[src/sv/rfc3339_timestamp_to_unix_ms_top_macros.svh]
// Assertion macros for the RFC 3339 timestamp converter.
// Depends on nothing; included by the top level only.
`ifndef RFC3339_TIMESTAMP_TO_UNIX_MS_TOP_MACROS_SVH
`define RFC3339_TIMESTAMP_TO_UNIX_MS_TOP_MACROS_SVH
`ifndef SYNTHESIS
`define RTS_ASSERT_IMP(label, clk, rst, ante, cons) \
   label: assert property (@(posedge clk) disable iff (rst) (ante) |-> (cons)) \
      else $error("rts assertion failed");
`define RTS_ASSERT_NEXT(label, clk, rst, ante, cons) \
   label: assert property (@(posedge clk) disable iff (rst) (ante) |=> (cons)) \
      else $error("rts assertion failed");
`else
`define RTS_ASSERT_IMP(label, clk, rst, ante, cons)
`define RTS_ASSERT_NEXT(label, clk, rst, ante, cons)
`endif
`endif

[src/sv/rts_pkg.sv]
// Shared types, constants and tables for the RFC 3339 timestamp converter.
// Used by the top level, queue, parser and converter; depends on nothing.
`default_nettype none

package rts_pkg;

   localparam int unsigned QUEUE_DEPTH = 2;

   localparam logic [2:0] ERR_NONE           = 3'd0;
   localparam logic [2:0] ERR_FORMAT         = 3'd1;
   localparam logic [2:0] ERR_DIGIT          = 3'd2;
   localparam logic [2:0] ERR_RANGE          = 3'd3;
   localparam logic [2:0] ERR_FRACTION       = 3'd4;
   localparam logic [2:0] ERR_OFFSET_RANGE   = 3'd5;
   localparam logic [2:0] ERR_OFFSET_MISSING = 3'd6;
   localparam logic [2:0] ERR_TRAILING       = 3'd7;

   localparam logic [7:0] CHAR_ZERO  = 8'h30;
   localparam logic [7:0] CHAR_NINE  = 8'h39;
   localparam logic [7:0] CHAR_MINUS = 8'h2D;
   localparam logic [7:0] CHAR_PLUS  = 8'h2B;
   localparam logic [7:0] CHAR_COLON = 8'h3A;
   localparam logic [7:0] CHAR_DOT   = 8'h2E;
   localparam logic [7:0] CHAR_T_UP  = 8'h54;
   localparam logic [7:0] CHAR_T_LO  = 8'h74;
   localparam logic [7:0] CHAR_Z_UP  = 8'h5A;
   localparam logic [7:0] CHAR_Z_LO  = 8'h7A;

   localparam logic [5:0] HEAD_CHARS    = 6'd19;
   localparam logic [5:0] MIN_LENGTH    = 6'd20;
   localparam logic [5:0] POS_LIMIT     = 6'd63;
   localparam logic [3:0] MAX_FRACTION  = 4'd7;
   localparam logic [3:0] MILLI_DIGITS  = 4'd3;
   localparam logic [3:0] COUNT_LIMIT   = 4'd15;
   localparam logic [3:0] OFFSET_CHARS  = 4'd6;
   localparam logic [6:0] MAX_ZONE_HOUR = 7'd14;
   localparam logic [6:0] MAX_HOUR      = 7'd23;
   localparam logic [6:0] MAX_MINSEC    = 7'd59;

   // floor(x / 100) == (x * 5243) >> 19 for x below 43699
   localparam logic [12:0] RECIP_100   = 13'd5243;
   localparam int          RECIP_SHIFT = 19;
   localparam logic signed [23:0] DAY_BIAS   = 24'sd865565;
   localparam logic signed [27:0] MS_PER_DAY = 28'sd86400000;

   typedef enum logic [1:0] {
      PH_HEAD,
      PH_FRACTION,
      PH_ZULU,
      PH_OFFSET
   } phase_type;

   typedef enum logic [2:0] {
      BK_IDLE,
      BK_CHECK,
      BK_DIV100,
      BK_DIV400,
      BK_DAYS,
      BK_TOTAL,
      BK_OUT
   } back_state_type;

   typedef struct packed {
      logic            length_ok;
      logic [2:0]      first_error;
      logic [2:0]      tail_error;
      phase_type       phase;
      logic [3:0]      fraction_digits;
      logic [9:0]      millis;
      logic [3:0][3:0] year_bcd;
      logic [6:0]      month;
      logic [6:0]      day;
      logic [6:0]      hour;
      logic [6:0]      minute;
      logic [6:0]      second;
      logic            zone_sign;
      logic [6:0]      zone_hour;
      logic [6:0]      zone_minute;
      logic [3:0]      zone_chars;
      logic [1:0]      zone_flags;
   } record_type;

   function automatic logic [4:0] month_limit(input logic [6:0] month, input logic leap);
      logic [4:0] lim;
      unique case (month)
         7'd1, 7'd3, 7'd5, 7'd7, 7'd8, 7'd10, 7'd12: lim = 5'd31;
         7'd4, 7'd6, 7'd9, 7'd11:                    lim = 5'd30;
         7'd2:                                       lim = leap ? 5'd29 : 5'd28;
         default:                                    lim = 5'd0;
      endcase
      return lim;
   endfunction

   // days from March 1 to the first of the month
   function automatic logic [8:0] days_before(input logic [6:0] month);
      logic [8:0] d;
      unique case (month)
         7'd3:    d = 9'd0;
         7'd4:    d = 9'd31;
         7'd5:    d = 9'd61;
         7'd6:    d = 9'd92;
         7'd7:    d = 9'd122;
         7'd8:    d = 9'd153;
         7'd9:    d = 9'd184;
         7'd10:   d = 9'd214;
         7'd11:   d = 9'd245;
         7'd12:   d = 9'd275;
         7'd1:    d = 9'd306;
         7'd2:    d = 9'd337;
         default: d = 9'd0;
      endcase
      return d;
   endfunction

endpackage

`default_nettype wire

[src/sv/rts_channels.sv]
// Valid/ready channel interfaces for request characters and results.
// Depends on nothing.
`default_nettype none

interface rts_req_if;
   logic       valid;
   logic       ready;
   logic [7:0] char_code;
   logic       last_char;
   modport source (output valid, char_code, last_char, input ready);
   modport sink (input valid, char_code, last_char, output ready);
endinterface

interface rts_rsp_if;
   logic               valid;
   logic               ready;
   logic               valid_res;
   logic [2:0]         error_code;
   logic signed [48:0] unix_millis;
   modport source (output valid, valid_res, error_code, unix_millis, input ready);
   modport sink (input valid, valid_res, error_code, unix_millis, output ready);
endinterface

`default_nettype wire

[src/sv/rfc3339_timestamp_to_unix_ms_top.sv]
// Top level of the RFC 3339 timestamp to Unix milliseconds converter.
// Depends on rts_pkg, rts_channels, rts_queue, rts_front, rts_back and the macro header.
//
// Usage:
// - req_port carries one text character per transaction (char_code) and
//   last_char on the final character of a timestamp. Characters are taken one
//   per cycle while the record queue has room.
// - rsp_port gives one transaction per timestamp: valid_res, error_code and
//   unix_millis (zero when error_code is not zero).
// - A parsed timestamp passes the converter states check, div100, div400,
//   days and total before its result; on an error, check goes straight to
//   output. The converter handles one record at a time, set by its multi-step epoch sequencer.
// - Parsing runs ahead of the converter through a QueueDepth-record queue;
//   req_port.ready drops only when that queue is full.
// - A result waits in the output register while rsp_port.ready is low; the
//   parser keeps taking characters until the queue fills.
// - Synchronous reset clears the parser, the queue and the sequencer; no
//   partial timestamp survives it.
`default_nettype none
`include "rfc3339_timestamp_to_unix_ms_top_macros.svh"

module rfc3339_timestamp_to_unix_ms_top #(
   parameter int unsigned QueueDepth = rts_pkg::QUEUE_DEPTH
) (
   input  logic      clock,
   input  logic      reset,
   rts_req_if.sink   req_port,
   rts_rsp_if.source rsp_port
);

   logic                push_valid;
   logic                push_ready;
   rts_pkg::record_type push_data;
   logic                pop_valid;
   logic                pop_ready;
   rts_pkg::record_type pop_data;

   rts_front u_front (
      .clock      (clock),
      .reset      (reset),
      .req_port   (req_port),
      .push_valid (push_valid),
      .push_ready (push_ready),
      .push_data  (push_data)
   );

   rts_queue #(
      .Depth (QueueDepth)
   ) u_queue (
      .clock      (clock),
      .reset      (reset),
      .push_valid (push_valid),
      .push_ready (push_ready),
      .push_data  (push_data),
      .pop_valid  (pop_valid),
      .pop_ready  (pop_ready),
      .pop_data   (pop_data)
   );

   rts_back u_back (
      .clock     (clock),
      .reset     (reset),
      .pop_valid (pop_valid),
      .pop_ready (pop_ready),
      .pop_data  (pop_data),
      .rsp_port  (rsp_port)
   );

   `RTS_ASSERT_IMP(a_push_has_room, clock, reset, push_valid, push_ready)
   `RTS_ASSERT_IMP(a_ok_flag_matches_code, clock, reset, rsp_port.valid, rsp_port.valid_res == (rsp_port.error_code == rts_pkg::ERR_NONE))
   `RTS_ASSERT_IMP(a_error_zero_millis, clock, reset, rsp_port.valid && (rsp_port.error_code != rts_pkg::ERR_NONE), rsp_port.unix_millis == '0)
   `RTS_ASSERT_NEXT(a_pop_starts_work, clock, reset, pop_valid && pop_ready, !rsp_port.valid)

endmodule

`default_nettype wire

[src/sv/rts_queue.sv]
// Small register queue of parsed timestamp records between parser and converter.
// Depends on rts_pkg.
`default_nettype none

module rts_queue #(
   parameter int unsigned Depth = rts_pkg::QUEUE_DEPTH
) (
   input  logic                clock,
   input  logic                reset,
   input  logic                push_valid,
   output logic                push_ready,
   input  rts_pkg::record_type push_data,
   output logic                pop_valid,
   input  logic                pop_ready,
   output rts_pkg::record_type pop_data
);

   localparam int PtrW = (Depth > 1) ? $clog2(Depth) : 1;
   localparam int CntW = $clog2(Depth + 1);

   rts_pkg::record_type slots_ff [Depth];
   logic [PtrW-1:0] wr_ptr_ff, wr_ptr_in;
   logic [PtrW-1:0] rd_ptr_ff, rd_ptr_in;
   logic [CntW-1:0] count_ff, count_in;
   logic            do_push, do_pop;

   assign push_ready = (count_ff != CntW'(Depth));
   assign pop_valid  = (count_ff != '0);
   assign pop_data   = slots_ff[rd_ptr_ff];
   assign do_push    = push_valid && push_ready;
   assign do_pop     = pop_valid && pop_ready;

   always_comb begin
      wr_ptr_in = wr_ptr_ff;
      rd_ptr_in = rd_ptr_ff;
      count_in  = count_ff;
      if (do_push) begin
         wr_ptr_in = (wr_ptr_ff == PtrW'(Depth - 1)) ? '0 : wr_ptr_ff + 1'b1;
      end
      if (do_pop) begin
         rd_ptr_in = (rd_ptr_ff == PtrW'(Depth - 1)) ? '0 : rd_ptr_ff + 1'b1;
      end
      if (do_push && !do_pop) begin
         count_in = count_ff + 1'b1;
      end else if (do_pop && !do_push) begin
         count_in = count_ff - 1'b1;
      end
   end

   always_ff @(posedge clock) begin
      if (reset) begin
         wr_ptr_ff <= '0;
         rd_ptr_ff <= '0;
         count_ff  <= '0;
      end else begin
         wr_ptr_ff <= wr_ptr_in;
         rd_ptr_ff <= rd_ptr_in;
         count_ff  <= count_in;
      end
   end

   always_ff @(posedge clock) begin
      if (do_push) begin
         slots_ff[wr_ptr_ff] <= push_data;
      end
   end

endmodule

`default_nettype wire

[src/sv/rts_front.sv]
// Character parser: takes one character per transaction, accumulates fields and
// flags, and pushes one record per timestamp. Depends on rts_pkg, rts_channels.
`default_nettype none

module rts_front (
   input  logic                clock,
   input  logic                reset,
   rts_req_if.sink             req_port,
   output logic                push_valid,
   input  logic                push_ready,
   output rts_pkg::record_type push_data
);

   logic                 accept;
   logic                 is_digit;
   logic [3:0]           digit;
   logic [7:0]           c;
   logic                 sep_pos;
   logic                 sep_bad;

   logic [5:0]           pos_ff, pos_in;
   rts_pkg::phase_type   phase_ff, phase_in;
   logic [3:0][3:0]      year_bcd_ff, year_bcd_in;
   logic [6:0]           month_ff, month_in;
   logic [6:0]           day_ff, day_in;
   logic [6:0]           hour_ff, hour_in;
   logic [6:0]           minute_ff, minute_in;
   logic [6:0]           second_ff, second_in;
   logic [9:0]           millis_ff, millis_in;
   logic [3:0]           frac_ff, frac_in;
   logic                 zone_sign_ff, zone_sign_in;
   logic [6:0]           zone_hour_ff, zone_hour_in;
   logic [6:0]           zone_minute_ff, zone_minute_in;
   logic [3:0]           zone_chars_ff, zone_chars_in;
   logic [1:0]           zone_flags_ff, zone_flags_in;
   logic [2:0]           first_error_ff, first_error_in;
   logic [2:0]           tail_error_ff, tail_error_in;

   logic                 off_sign;
   logic [6:0]           off_hour;
   logic [6:0]           off_minute;
   logic [3:0]           off_chars;
   logic [1:0]           off_flags;

   assign c        = req_port.char_code;
   assign accept   = req_port.valid && req_port.ready;
   assign is_digit = (c >= rts_pkg::CHAR_ZERO) && (c <= rts_pkg::CHAR_NINE);
   assign digit    = is_digit ? c[3:0] : 4'd0;

   assign req_port.ready = push_ready;
   assign push_valid     = accept && req_port.last_char;

   // one step of the numeric offset +HH:MM
   always_comb begin
      off_sign   = zone_sign_ff;
      off_hour   = zone_hour_ff;
      off_minute = zone_minute_ff;
      off_flags  = zone_flags_ff;
      unique case (zone_chars_ff)
         4'd0: begin
            if (c == rts_pkg::CHAR_MINUS) begin
               off_sign = 1'b1;
            end else if (c != rts_pkg::CHAR_PLUS) begin
               off_flags[0] = 1'b1;
            end
         end
         4'd1, 4'd2: begin
            if (!is_digit) off_flags[1] = 1'b1;
            off_hour = 7'(zone_hour_ff * 7'd10 + {3'b0, digit});
         end
         4'd3: begin
            if (c != rts_pkg::CHAR_COLON) off_flags[0] = 1'b1;
         end
         4'd4, 4'd5: begin
            if (!is_digit) off_flags[1] = 1'b1;
            off_minute = 7'(zone_minute_ff * 7'd10 + {3'b0, digit});
         end
         default: ;
      endcase
      off_chars = (zone_chars_ff == rts_pkg::COUNT_LIMIT) ? zone_chars_ff
                                                          : zone_chars_ff + 4'd1;
   end

   always_comb begin
      pos_in         = (pos_ff == rts_pkg::POS_LIMIT) ? pos_ff : pos_ff + 6'd1;
      phase_in       = phase_ff;
      year_bcd_in    = year_bcd_ff;
      month_in       = month_ff;
      day_in         = day_ff;
      hour_in        = hour_ff;
      minute_in      = minute_ff;
      second_in      = second_ff;
      millis_in      = millis_ff;
      frac_in        = frac_ff;
      zone_sign_in   = zone_sign_ff;
      zone_hour_in   = zone_hour_ff;
      zone_minute_in = zone_minute_ff;
      zone_chars_in  = zone_chars_ff;
      zone_flags_in  = zone_flags_ff;
      first_error_in = first_error_ff;
      tail_error_in  = tail_error_ff;
      sep_pos        = 1'b0;
      sep_bad        = 1'b0;

      unique case (phase_ff)
         rts_pkg::PH_HEAD: begin
            if (pos_ff < rts_pkg::HEAD_CHARS) begin
               unique case (pos_ff)
                  6'd4, 6'd7: begin
                     sep_pos = 1'b1;
                     sep_bad = (c != rts_pkg::CHAR_MINUS);
                  end
                  6'd10: begin
                     sep_pos = 1'b1;
                     sep_bad = (c != rts_pkg::CHAR_T_UP) && (c != rts_pkg::CHAR_T_LO);
                  end
                  6'd13, 6'd16: begin
                     sep_pos = 1'b1;
                     sep_bad = (c != rts_pkg::CHAR_COLON);
                  end
                  default: ;
               endcase
               if (sep_bad) begin
                  first_error_in = rts_pkg::ERR_FORMAT;
               end else if (!sep_pos) begin
                  if (!is_digit && first_error_ff == rts_pkg::ERR_NONE) begin
                     first_error_in = rts_pkg::ERR_DIGIT;
                  end
                  unique case (pos_ff)
                     6'd0, 6'd1, 6'd2, 6'd3: year_bcd_in[pos_ff[1:0]] = digit;
                     6'd5, 6'd6:   month_in  = 7'(month_ff * 7'd10 + {3'b0, digit});
                     6'd8, 6'd9:   day_in    = 7'(day_ff * 7'd10 + {3'b0, digit});
                     6'd11, 6'd12: hour_in   = 7'(hour_ff * 7'd10 + {3'b0, digit});
                     6'd14, 6'd15: minute_in = 7'(minute_ff * 7'd10 + {3'b0, digit});
                     default:      second_in = 7'(second_ff * 7'd10 + {3'b0, digit});
                  endcase
               end
            end else if (c == rts_pkg::CHAR_DOT) begin
               phase_in = rts_pkg::PH_FRACTION;
            end else if (c == rts_pkg::CHAR_Z_UP || c == rts_pkg::CHAR_Z_LO) begin
               phase_in = rts_pkg::PH_ZULU;
            end else begin
               phase_in       = rts_pkg::PH_OFFSET;
               zone_sign_in   = off_sign;
               zone_hour_in   = off_hour;
               zone_minute_in = off_minute;
               zone_chars_in  = off_chars;
               zone_flags_in  = off_flags;
            end
         end
         rts_pkg::PH_FRACTION: begin
            if (is_digit) begin
               if (frac_ff < rts_pkg::MILLI_DIGITS) begin
                  millis_in = 10'(millis_ff * 10'd10 + {6'b0, digit});
               end
               if (frac_ff != rts_pkg::COUNT_LIMIT) frac_in = frac_ff + 4'd1;
            end else begin
               if (frac_ff == 4'd0 || frac_ff > rts_pkg::MAX_FRACTION) begin
                  tail_error_in = rts_pkg::ERR_FRACTION;
               end
               if (c == rts_pkg::CHAR_Z_UP || c == rts_pkg::CHAR_Z_LO) begin
                  phase_in = rts_pkg::PH_ZULU;
               end else begin
                  phase_in       = rts_pkg::PH_OFFSET;
                  zone_sign_in   = off_sign;
                  zone_hour_in   = off_hour;
                  zone_minute_in = off_minute;
                  zone_chars_in  = off_chars;
                  zone_flags_in  = off_flags;
               end
            end
         end
         rts_pkg::PH_ZULU: begin
            if (tail_error_ff == rts_pkg::ERR_NONE) tail_error_in = rts_pkg::ERR_TRAILING;
         end
         rts_pkg::PH_OFFSET: begin
            zone_sign_in   = off_sign;
            zone_hour_in   = off_hour;
            zone_minute_in = off_minute;
            zone_chars_in  = off_chars;
            zone_flags_in  = off_flags;
         end
      endcase
   end

   always_comb begin
      push_data.length_ok       = (pos_in >= rts_pkg::MIN_LENGTH);
      push_data.first_error     = first_error_in;
      push_data.tail_error      = tail_error_in;
      push_data.phase           = phase_in;
      push_data.fraction_digits = frac_in;
      push_data.millis          = millis_in;
      push_data.year_bcd        = year_bcd_in;
      push_data.month           = month_in;
      push_data.day             = day_in;
      push_data.hour            = hour_in;
      push_data.minute          = minute_in;
      push_data.second          = second_in;
      push_data.zone_sign       = zone_sign_in;
      push_data.zone_hour       = zone_hour_in;
      push_data.zone_minute     = zone_minute_in;
      push_data.zone_chars      = zone_chars_in;
      push_data.zone_flags      = zone_flags_in;
   end

   always_ff @(posedge clock) begin
      if (reset || push_valid) begin
         pos_ff         <= '0;
         phase_ff       <= rts_pkg::PH_HEAD;
         year_bcd_ff    <= '0;
         month_ff       <= '0;
         day_ff         <= '0;
         hour_ff        <= '0;
         minute_ff      <= '0;
         second_ff      <= '0;
         millis_ff      <= '0;
         frac_ff        <= '0;
         zone_sign_ff   <= 1'b0;
         zone_hour_ff   <= '0;
         zone_minute_ff <= '0;
         zone_chars_ff  <= '0;
         zone_flags_ff  <= '0;
         first_error_ff <= rts_pkg::ERR_NONE;
         tail_error_ff  <= rts_pkg::ERR_NONE;
      end else if (accept) begin
         pos_ff         <= pos_in;
         phase_ff       <= phase_in;
         year_bcd_ff    <= year_bcd_in;
         month_ff       <= month_in;
         day_ff         <= day_in;
         hour_ff        <= hour_in;
         minute_ff      <= minute_in;
         second_ff      <= second_in;
         millis_ff      <= millis_in;
         frac_ff        <= frac_in;
         zone_sign_ff   <= zone_sign_in;
         zone_hour_ff   <= zone_hour_in;
         zone_minute_ff <= zone_minute_in;
         zone_chars_ff  <= zone_chars_in;
         zone_flags_ff  <= zone_flags_in;
         first_error_ff <= first_error_in;
         tail_error_ff  <= tail_error_in;
      end
   end

endmodule

`default_nettype wire

[src/sv/rts_back.sv]
// Converter: checks a parsed record, picks the error code and computes Unix
// milliseconds over several steps. Depends on rts_pkg, rts_channels.
`default_nettype none

module rts_back (
   input  logic                clock,
   input  logic                reset,
   input  logic                pop_valid,
   output logic                pop_ready,
   input  rts_pkg::record_type pop_data,
   rts_rsp_if.source           rsp_port
);

   rts_pkg::back_state_type state_ff, state_in;
   rts_pkg::record_type     rec_ff;

   logic [13:0]        yy_ff, yy_in;
   logic signed [12:0] mins_ff, mins_in;
   logic [9:0]         ms_ff, ms_in;
   logic [8:0]         doy_ff, doy_in;
   logic [6:0]         c100_ff, c100_in;
   logic [4:0]         c400_ff, c400_in;
   logic signed [18:0] secs_ff, secs_in;
   logic signed [28:0] tod_ff, tod_in;
   logic signed [23:0] days_ff, days_in;
   logic               valid_res_ff;
   logic [2:0]         error_code_ff;
   logic signed [48:0] unix_millis_ff;

   logic [1:0]         lo_mod4, hi_mod4;
   logic               leap;
   logic [4:0]         lim;
   logic               date_ok;
   logic [2:0]         verdict;
   logic [13:0]        year_bin;
   logic [12:0]        zone_total;
   logic signed [12:0] off;
   logic [26:0]        prod100, prod400;
   logic signed [51:0] wide;

   always_comb begin
      lo_mod4 = 2'({rec_ff.year_bcd[2][0], 1'b0} + rec_ff.year_bcd[3][1:0]);
      hi_mod4 = 2'({rec_ff.year_bcd[0][0], 1'b0} + rec_ff.year_bcd[1][1:0]);
      leap    = (lo_mod4 == 2'd0)
                && ((rec_ff.year_bcd[2] != 4'd0) || (rec_ff.year_bcd[3] != 4'd0)
                    || (hi_mod4 == 2'd0));
      lim     = rts_pkg::month_limit(rec_ff.month, leap);
      date_ok = (rec_ff.month >= 7'd1) && (rec_ff.month <= 7'd12)
                && (rec_ff.day >= 7'd1) && (rec_ff.day <= {2'b0, lim})
                && (rec_ff.hour <= rts_pkg::MAX_HOUR)
                && (rec_ff.minute <= rts_pkg::MAX_MINSEC)
                && (rec_ff.second <= rts_pkg::MAX_MINSEC);

      priority if (!rec_ff.length_ok) begin
         verdict = rts_pkg::ERR_FORMAT;
      end else if (rec_ff.first_error != rts_pkg::ERR_NONE) begin
         verdict = rec_ff.first_error;
      end else if (!date_ok) begin
         verdict = rts_pkg::ERR_RANGE;
      end else if (rec_ff.phase == rts_pkg::PH_FRACTION) begin
         verdict = (rec_ff.fraction_digits == 4'd0
                    || rec_ff.fraction_digits > rts_pkg::MAX_FRACTION)
                   ? rts_pkg::ERR_FRACTION : rts_pkg::ERR_OFFSET_MISSING;
      end else if (rec_ff.tail_error != rts_pkg::ERR_NONE) begin
         verdict = rec_ff.tail_error;
      end else if (rec_ff.phase == rts_pkg::PH_ZULU) begin
         verdict = rts_pkg::ERR_NONE;
      end else if (rec_ff.zone_chars != rts_pkg::OFFSET_CHARS || rec_ff.zone_flags[0]) begin
         verdict = rts_pkg::ERR_OFFSET_MISSING;
      end else if (rec_ff.zone_flags[1]) begin
         verdict = rts_pkg::ERR_DIGIT;
      end else if (rec_ff.zone_hour > rts_pkg::MAX_ZONE_HOUR
                   || rec_ff.zone_minute > rts_pkg::MAX_MINSEC
                   || (rec_ff.zone_hour == rts_pkg::MAX_ZONE_HOUR
                       && rec_ff.zone_minute != 7'd0)) begin
         verdict = rts_pkg::ERR_OFFSET_RANGE;
      end else begin
         verdict = rts_pkg::ERR_NONE;
      end
   end

   // check step: year shifted to start in March, minutes of day less the zone offset, scaled fraction, day of that year
   always_comb begin
      year_bin = 14'({10'b0, rec_ff.year_bcd[0]} * 14'd1000
                     + {10'b0, rec_ff.year_bcd[1]} * 14'd100
                     + {10'b0, rec_ff.year_bcd[2]} * 14'd10
                     + {10'b0, rec_ff.year_bcd[3]});
      yy_in    = year_bin + 14'd400 - {13'b0, (rec_ff.month <= 7'd2)};
      zone_total = 13'({6'b0, rec_ff.zone_hour} * 13'd60 + {6'b0, rec_ff.zone_minute});
      if (rec_ff.phase != rts_pkg::PH_OFFSET) begin
         off = '0;
      end else if (rec_ff.zone_sign) begin
         off = -$signed(zone_total);
      end else begin
         off = $signed(zone_total);
      end
      mins_in = 13'($signed({6'b0, rec_ff.hour}) * 13'sd60
                    + $signed({6'b0, rec_ff.minute}) - off);
      if (rec_ff.fraction_digits == 4'd1) begin
         ms_in = 10'(rec_ff.millis * 10'd100);
      end else if (rec_ff.fraction_digits == 4'd2) begin
         ms_in = 10'(rec_ff.millis * 10'd10);
      end else begin
         ms_in = rec_ff.millis;
      end
      doy_in = 9'(rts_pkg::days_before(rec_ff.month) + {2'b0, rec_ff.day} - 9'd1);
   end

   always_comb begin
      prod100 = {13'b0, yy_ff} * {14'b0, rts_pkg::RECIP_100};
      c100_in = prod100[rts_pkg::RECIP_SHIFT +: 7];
      secs_in = 19'(mins_ff * 19'sd60 + $signed({12'b0, rec_ff.second}));
      prod400 = {15'b0, yy_ff[13:2]} * {14'b0, rts_pkg::RECIP_100};
      c400_in = prod400[rts_pkg::RECIP_SHIFT +: 5];
      tod_in  = 29'(secs_ff * 29'sd1000 + $signed({19'b0, ms_ff}));
      days_in = 24'($signed({10'b0, yy_ff}) * 24'sd365
                    + $signed({12'b0, yy_ff[13:2]})
                    - $signed({17'b0, c100_ff})
                    + $signed({19'b0, c400_ff})
                    + $signed({15'b0, doy_ff})
                    - rts_pkg::DAY_BIAS);
      wide    = days_ff * rts_pkg::MS_PER_DAY + tod_ff;
   end

   always_comb begin
      state_in  = state_ff;
      pop_ready = (state_ff == rts_pkg::BK_IDLE);
      unique case (state_ff)
         rts_pkg::BK_IDLE:   if (pop_valid) state_in = rts_pkg::BK_CHECK;
         rts_pkg::BK_CHECK:  state_in = (verdict == rts_pkg::ERR_NONE) ? rts_pkg::BK_DIV100
                                                                       : rts_pkg::BK_OUT;
         rts_pkg::BK_DIV100: state_in = rts_pkg::BK_DIV400;
         rts_pkg::BK_DIV400: state_in = rts_pkg::BK_DAYS;
         rts_pkg::BK_DAYS:   state_in = rts_pkg::BK_TOTAL;
         rts_pkg::BK_TOTAL:  state_in = rts_pkg::BK_OUT;
         rts_pkg::BK_OUT:    if (rsp_port.ready) state_in = rts_pkg::BK_IDLE;
         default:            state_in = rts_pkg::BK_IDLE;
      endcase
   end

   always_ff @(posedge clock) begin
      if (reset) begin
         state_ff <= rts_pkg::BK_IDLE;
      end else begin
         state_ff <= state_in;
      end
   end

   always_ff @(posedge clock) begin
      unique case (state_ff)
         rts_pkg::BK_IDLE: begin
            if (pop_valid) rec_ff <= pop_data;
         end
         rts_pkg::BK_CHECK: begin
            yy_ff          <= yy_in;
            mins_ff        <= mins_in;
            ms_ff          <= ms_in;
            doy_ff         <= doy_in;
            valid_res_ff   <= (verdict == rts_pkg::ERR_NONE);
            error_code_ff  <= verdict;
            unix_millis_ff <= '0;
         end
         rts_pkg::BK_DIV100: begin
            c100_ff <= c100_in;
            secs_ff <= secs_in;
         end
         rts_pkg::BK_DIV400: begin
            c400_ff <= c400_in;
            tod_ff  <= tod_in;
         end
         rts_pkg::BK_DAYS: begin
            days_ff <= days_in;
         end
         rts_pkg::BK_TOTAL: begin
            unix_millis_ff <= wide[48:0];
         end
         default: ;
      endcase
   end

   assign rsp_port.valid       = (state_ff == rts_pkg::BK_OUT);
   assign rsp_port.valid_res   = valid_res_ff;
   assign rsp_port.error_code  = error_code_ff;
   assign rsp_port.unix_millis = unix_millis_ff;

endmodule

`default_nettype wire
[src/flat_wrapper.sv]
// flat-port wrapper written by rule: the top's interface ports become plain ports
module rfc3339_timestamp_to_unix_ms_top_flat 
#(
   parameter int unsigned QueueDepth = rts_pkg::QUEUE_DEPTH
)
  (clock, reset, req_port_valid, req_port_char_code, req_port_last_char, req_port_ready, rsp_port_valid, rsp_port_valid_res, rsp_port_error_code, rsp_port_unix_millis, rsp_port_ready);
  rts_req_if req_port_i ();
  rts_rsp_if rsp_port_i ();
  input  logic clock;
  input  logic reset;
  input wire logic [$bits(req_port_i.valid)-1:0] req_port_valid;
  input wire logic [$bits(req_port_i.char_code)-1:0] req_port_char_code;
  input wire logic [$bits(req_port_i.last_char)-1:0] req_port_last_char;
  output wire logic [$bits(req_port_i.ready)-1:0] req_port_ready;
  output wire logic [$bits(rsp_port_i.valid)-1:0] rsp_port_valid;
  output wire logic [$bits(rsp_port_i.valid_res)-1:0] rsp_port_valid_res;
  output wire logic [$bits(rsp_port_i.error_code)-1:0] rsp_port_error_code;
  output wire logic [$bits(rsp_port_i.unix_millis)-1:0] rsp_port_unix_millis;
  input wire logic [$bits(rsp_port_i.ready)-1:0] rsp_port_ready;
  assign req_port_i.valid = req_port_valid;
  assign req_port_i.char_code = req_port_char_code;
  assign req_port_i.last_char = req_port_last_char;
  assign req_port_ready = req_port_i.ready;
  assign rsp_port_valid = rsp_port_i.valid;
  assign rsp_port_valid_res = rsp_port_i.valid_res;
  assign rsp_port_error_code = rsp_port_i.error_code;
  assign rsp_port_unix_millis = rsp_port_i.unix_millis;
  assign rsp_port_i.ready = rsp_port_ready;
  rfc3339_timestamp_to_unix_ms_top #(.QueueDepth(QueueDepth)) u_core (.clock(clock), .reset(reset), .req_port(req_port_i), .rsp_port(rsp_port_i));
endmodule
[config.mk]
export PLATFORM = sky130hd
export DESIGN_NAME = rfc3339_timestamp_to_unix_ms_top_flat
export DESIGN_NICKNAME = d
export VERILOG_FILES = /design/src/sv/rts_pkg.sv /design/src/sv/rts_channels.sv /design/src/sv/rfc3339_timestamp_to_unix_ms_top.sv /design/src/sv/rts_queue.sv /design/src/sv/rts_front.sv /design/src/sv/rts_back.sv /design/src/flat_wrapper.sv
export VERILOG_INCLUDE_DIRS = /design/src /design/src/sv
export SDC_FILE = /design/constraint.sdc
export NUM_CORES = 2
export LEC_CHECK = 0
export BUFFER_PORTS_ARGS = -buffer_cell sky130_fd_sc_hd__buf_4
export CORE_MARGIN = 5
export CORE_UTILIZATION = 46
export DETAILED_ROUTE_END_ITERATION = 12
export MAX_ROUTING_LAYER = met4
export PLACE_DENSITY = 0.67
export SLEW_MARGIN = 20
export SYNTH_ARGS = -nofsm -noshare
export SYNTH_HDL_FRONTEND = slang
export SYNTH_SLANG_ARGS = --single-unit
[constraint.sdc]
create_clock -name clock -period 18.12 [get_ports clock]
set_input_delay 5.436 -clock clock [delete_from_list [all_inputs] [get_ports clock]]
set_output_delay 5.436 -clock clock [all_outputs]
set_load 0.01 [all_outputs]
### After elaboration in Yosys (flattened, before gate mapping)

Memories as Yosys holds them, arrays and structs flattened. A register that Yosys moved wholly into a read port is not among the register bits.
Cells that the tools add are included.

| cells by class | value |
|---|---|
| $add $sub $neg | 36 |
| $mul | 21 |
| magnitude comparators | 19 |
| equal/unequal tests | 64 |
| multiplexer cells | 125 |
| reduce and logical (&&, ||, !) cells | 67 |

Operators by type and width:

| operator | number |
|---|---|
| 7-bit 2-to-1 mux | 35 |
| 49-bit one-hot mux with 2 select lines | 1 |
| 16-bit 2-to-1 mux | 5 |
| 3-bit 2-to-1 mux | 20 |
| 10-bit 2-to-1 mux | 5 |
| 49-bit by 29-bit adder with 49-bit output | 1 |
| 7-bit by 4-bit adder with 7-bit output | 7 |
| 7-bit by 3-bit multiplier with 6-bit output, second input constant | 7 |
| 6-bit by 4-bit equality test with 1-bit output, second input constant | 8 |
| 7-bit by 4-bit equality test with 1-bit output, second input constant | 6 |
| 7-bit one-hot mux with 3 select lines | 2 |
| 4-bit 2-to-1 mux | 10 |
| 24-bit by 18-bit multiplier with 39-bit output, second input constant | 1 |
| 29-bit by 11-bit adder with 29-bit output | 1 |
| 7-bit by 3-bit equality test with 1-bit output, second input constant | 4 |
| 14-bit by 13-bit multiplier with 26-bit output, second input constant | 1 |
| 19-bit by 8-bit multiplier with 26-bit output, second input constant | 1 |
| 13-bit 2-to-1 mux | 2 |
| 23-bit by 12-bit adder with 24-bit output | 1 |
| 24-bit by 10-bit adder with 24-bit output | 1 |
| 24-bit by 6-bit adder with 24-bit output | 1 |
| 6-bit by 3-bit equality test with 1-bit output, second input constant | 4 |
| 12-bit by 13-bit multiplier with 24-bit output, second input constant | 1 |
| 8-bit by 6-bit inequality test with 1-bit output, second input constant | 3 |
| 98 further kinds | 204 |

| storage, ports and cells | value |
|---|---|
| flip-flop bits (word level) | 290 |
| memory bits (writable) | 190 |
| bits in read-only memories | 144 |
| bits of input ports | 13 |
| logic and storage cells | 372 |
| memories kept | 2 |

Memory list:

| memory | words | width | read ports | clocked after memory_dff | write ports | line | source |
|---|---|---|---|---|---|---|---|
| u_core.u_queue.slots_ff | 2 | 95 | 1 | 1 | 1 | rts_queue.sv:21 | `rts_pkg::record_type slots_ff [Depth];` |
| (name not given) | 16 | 9 | 1 | 0 | 0 | rts_pkg.sv:97 | `unique case (month)` |

### Longest topological paths before layout

| depth | value |
|---|---|
| word-level depth | 17 |
| depth in mapped cells | 33 |
| mapped depth without buffers | 32 |

### Hierarchy

Synthesis repeated with hierarchy kept, for this count alone.

| second synthesis, totals | value |
|---|---|
| cells, all modules | 5062 |
| area total of the unflattened synthesis | 54509.8 µm² |

By module, submodules not included:

| module | times used | cells each | area each (µm²) |
|---|---|---|---|
| rts_back | 1 | 3758 | 39208.9 |
| rts_front | 1 | 984 | 8012.7 |
| rts_queue | 1 | 320 | 7288.2 |

### Worst setup path after synthesis

Ideal clock, no wire load.

| timing path | value |
|---|---|
| path type | input port to flip-flop |
| from | input req_port_valid |
| to | memory u_core.u_queue.slots_ff[0][0] (netlist bit), enable pin |
| setup time | 0.550 ns |
| data arrival time | 9.872 ns |
| data required time | 17.570 ns |
| path slack | 7.698 ns |
| cell stages on the path | 3 |
| buffers on the path | 0 |
| cell sequence | and2_0 nand2_1 nor2_1 |

| on the way | value |
|---|---|
| cells in the longest elaborated chain, start to end | 5 |

Ends and longest elaborated chain:

| what | line | source |
|---|---|---|
| start: declaration | flat_wrapper.sv:11 | `input wire logic [$bits(req_port_i.valid)-1:0] req_port_valid;` |
| 1-bit logical AND | rts_front.sv:46 | `assign accept = req_port.valid && req_port.ready;` |
| 1-bit logical AND | rts_front.sv:51 | `assign push_valid = accept && req_port.last_char;` |
| 1-bit logical AND | rts_queue.sv:30 | `assign do_push = push_valid && push_ready;` |
| 1-bit 2-to-1 mux | rts_queue.sv:63 | `if (do_push) begin` |
| 1-bit 2-to-1 mux (implied by the code) | rts_queue.sv:64 | `slots_ff[wr_ptr_ff] <= push_data;` |
| end: declaration | rts_queue.sv:21 |  |

Every way passes these cells.

==> metrics.txt <==
outcome finished, final reports clean; Hold Buf Count CTS 0; WL final around 110 mm; critical path data required time between 15 and 20 ns; warnings from Yosys 0; clock transition at the registers of the reported paths 0.06 ns; maxcap violations 0; Hold Startpoint u_core.u_back.ms_ff[0]; Synth top area share between 20% and 30%; Final Setup Violations 0; Clock Path Buffers 3; clk root buf clkbuf_16; Core Area between 100000 and 150000 sq um; die area 125000 sq um; fraction of registers with async set/reset 0%; HPWL Detailed ~86 mm; Via-to-Cell Ratio around 5.2; H-Tree Depth 2; P&R area growth vs syn 8.20%; largest net degree at the start of global routing 91; number of synthesized flops with an enable pin around 470; drt pass-1 iters 5; Cell Area, Synth approximately 54000 sq um; Crit path max-delay family simple AND/OR/NAND/NOR gates; buffer and inverter count on the worst path 3; Slowest-stage cell, CP inv_1; Hold Path Depth 0; Slew @ Worst Pin 1.06 ns; initial core utilization between 40 and 50%; Max Freq between 100 and 150 MHz; Mapped Nets ~6400; Mean Syn Cell Area around 11 sq um; DR iter-0 viols 1657; Antenna diodes 0; FF+latch area roughly 16000 sq um; crit path max fanout 9; GRT Util Overall around 18%; first-pass GRT wire length around 180 mm; RR Endpoint u_core.u_back.rsp_port.unix_millis[48]; Die W ~350 microns; via count of the first global-routing pass about 36000; synth top area cells edfxtp_1 (26%), fa_1 (18%), ha_1 (18%); Skew-Pair Late Insertion Delay between 0.6 and 0.7 ns; ANT nets after route 0; CTS tree built; initial antenna violation count 2; nets about 6500; Setup crit start kind primary input; HP Class reg -> reg; Sum Neg Setup Slack 0 ns; number of gates resized after cts 0; Synth Flop Type edfxtp_1; postcts setup bufs 0; worst r2r src u_core.u_back.days_ff[8]; post-route design area just under 60000 sq um; R2R cell count 32; I/O pin cnt roughly 70; clk_skew ~0.038 ns; Fill cells a little over 10000; CP Class in -> reg; Remaining Overflow, GRT 0; Cell Chain, Critical Path buf_4, o21ai_0, and3_1, nand2_1, inv_1, ha_1, inv_1, fa_1, nor2b_1, o21ai_0, nor3_1, nand3_1, xnor2_1, o21ai_0, nand2_1, a21oi_1; Sink Count approximately 580; worst path arrival time approximately 8.9 ns; fin crit period a little over 8 ns; Buffers on Ports 67; reg-to-reg slack, setup about 10 ns; Rows about 130; dpl cell area between 50000 and 60000 sq um; Seq cells post-synth about 580; Vias around 35000; Max Slew Vio Count 0; CP peak stage delay approximately 0.47 ns; endpoint type of the worst setup path register; Hold Fails Final Rpt 0; Most common cell on crit path o21ai_0; area of the multi-input gates roughly 34000 sq um; share of post-route cells with drive strength above 1 roughly 7%; RSZ-0062 raised after global routing no; count of cell types in the netlist approximately 100; total clock buffers created by CTS 60; worst rel slew slack slightly below 30%; sequential share of the synthesized area ~30%; Period Utilization, post-route a little under half; DR WL/cell about 16 microns; biggest area consumer among synthesized cells edfxtp_1; Syn Inst Count 5149; drc violations 0; GP Congestion 0.906; Hold EP u_core.u_back.tod_ff[0]; Die Ht 353 microns
## cell families after synthesis
family | share of synthesized area [%]
mux | 2.89
simple gates | 8.55
xor+xnor | 5.19
fa+ha+maj | 36.5
compound gates | 9.54
buf+inv | 7.37
flops | 29.9
## cells in the final DEF (no fill, tap or decap), types with 58 or more instances in the layout
cell       Yosys  routed
o21ai_0      172     172
xor2_1        88      88
inv_1        980     979
dfxtp_1      107     106
nand3_1       58      58
nor2_1       260     257
ha_1         783     783
mux2_2       120     120
a21o_1        71      71
clkbuf_16      0      60
edfxtp_1     468     468
nand2_1      302     300
xnor2_1      228     228
fa_1         498     498
nor3_1        79      79
buf_4          0      89
a21oi_1      279     279
## Yosys cell counts, types with 79 or more instances
library cell    n
nor2_1        260
nand2_1       302
edfxtp_1      468
a21oi_1       279
o21ai_0       172
ha_1          783
dfxtp_1       107
xnor2_1       228
inv_1         980
fa_1          498
nor3_1         79
mux2_2        120
xor2_1         88
## how the worst max path moves through the flow
stage                                     start                            end  slack, ns  cells past startpoint
after floorplan                  req_port_valid  u_core.u_queue.slots_ff[0][0]       7.70                      3
after CTS                 req_port_char_code[1]    u_core.u_front.millis_ff[9]       9.85                     16
final                     req_port_char_code[1]    u_core.u_front.millis_ff[9]       9.82                     16
after detailed placement  req_port_char_code[1]    u_core.u_front.millis_ff[9]       9.17                     16
after global placement    req_port_char_code[1]    u_core.u_front.millis_ff[9]       9.20                     16
after global routing      req_port_char_code[1]    u_core.u_front.millis_ff[9]       9.52                     16
## metrics by stage
| step | cells | util, % | worst slack [ns] | hold WS (ns) |
|---|---|---|---|---|
| 6_report | 6795 | 50.3 | 9.82 | 0.420 |
| 3_5_place_dp | 6682 | 48.5 | 9.17 | 0.408 |
| 5_1_grt | 6795 | 50.3 | 9.52 | 0.431 |
| 4_1_cts | 6795 | 50.3 | 9.85 | 0.423 |
| 2_1_floorplan | 5149 | - | 7.70 | 0.400 |
| 3_3_place_gp | 6682 | 48.5 | 9.20 | 0.403 |
## state kept, by name, summed over array words and instances (netlist names), 6 cells and up
signal,flops
u_core.u_back.c100_ff,7
u_core.u_back.days_ff,24
u_core.u_back.doy_ff,9
u_core.u_back.mins_ff,13
u_core.u_back.ms_ff,10
u_core.u_back.rec_ff,95
u_core.u_back.rsp_port.unix_millis,49
u_core.u_back.secs_ff,19
u_core.u_back.tod_ff,29
u_core.u_back.yy_ff,14
u_core.u_front.day_ff,7
u_core.u_front.hour_ff,7
u_core.u_front.millis_ff,10
u_core.u_front.minute_ff,7
u_core.u_front.month_ff,7
u_core.u_front.pos_ff,6
u_core.u_front.second_ff,7
u_core.u_front.year_bcd_ff,16
u_core.u_front.zone_hour_ff,7
u_core.u_front.zone_minute_ff,7
u_core.u_queue.slots_ff,190
## layout make-up
cell class / instances / share of cell area, %
Sequential cell: 575 / 27.7
Clock buffer: 81 / 2.85
Tap cell: 1524 / 3.26
Multi-Input combinational cell: 3514 / 58.1
Timing Repair Buffer: 89 / 1.14
Clock inverter: 32 / 0.739
Inverter: 980 / 6.29
## metal layers
metal | vias to the layer above | GRT usage, % | part of all wire [%] | wire length (microns)
met5 | - | - | 0 | 0
met4 | 0 | 4.00 | 2.3 | 2540
met3 | 155 | 2.60 | 4.7 | 5100
met2 | 643 | 29.3 | 46 | 50600
met1 | 17039 | 24.7 | 47 | 51200
li1 | 17505 | - | - | -
Power is left out: the tool's default activity adds up to more than one toggle a clock period on the data nets, which glitch-free logic cannot reach.
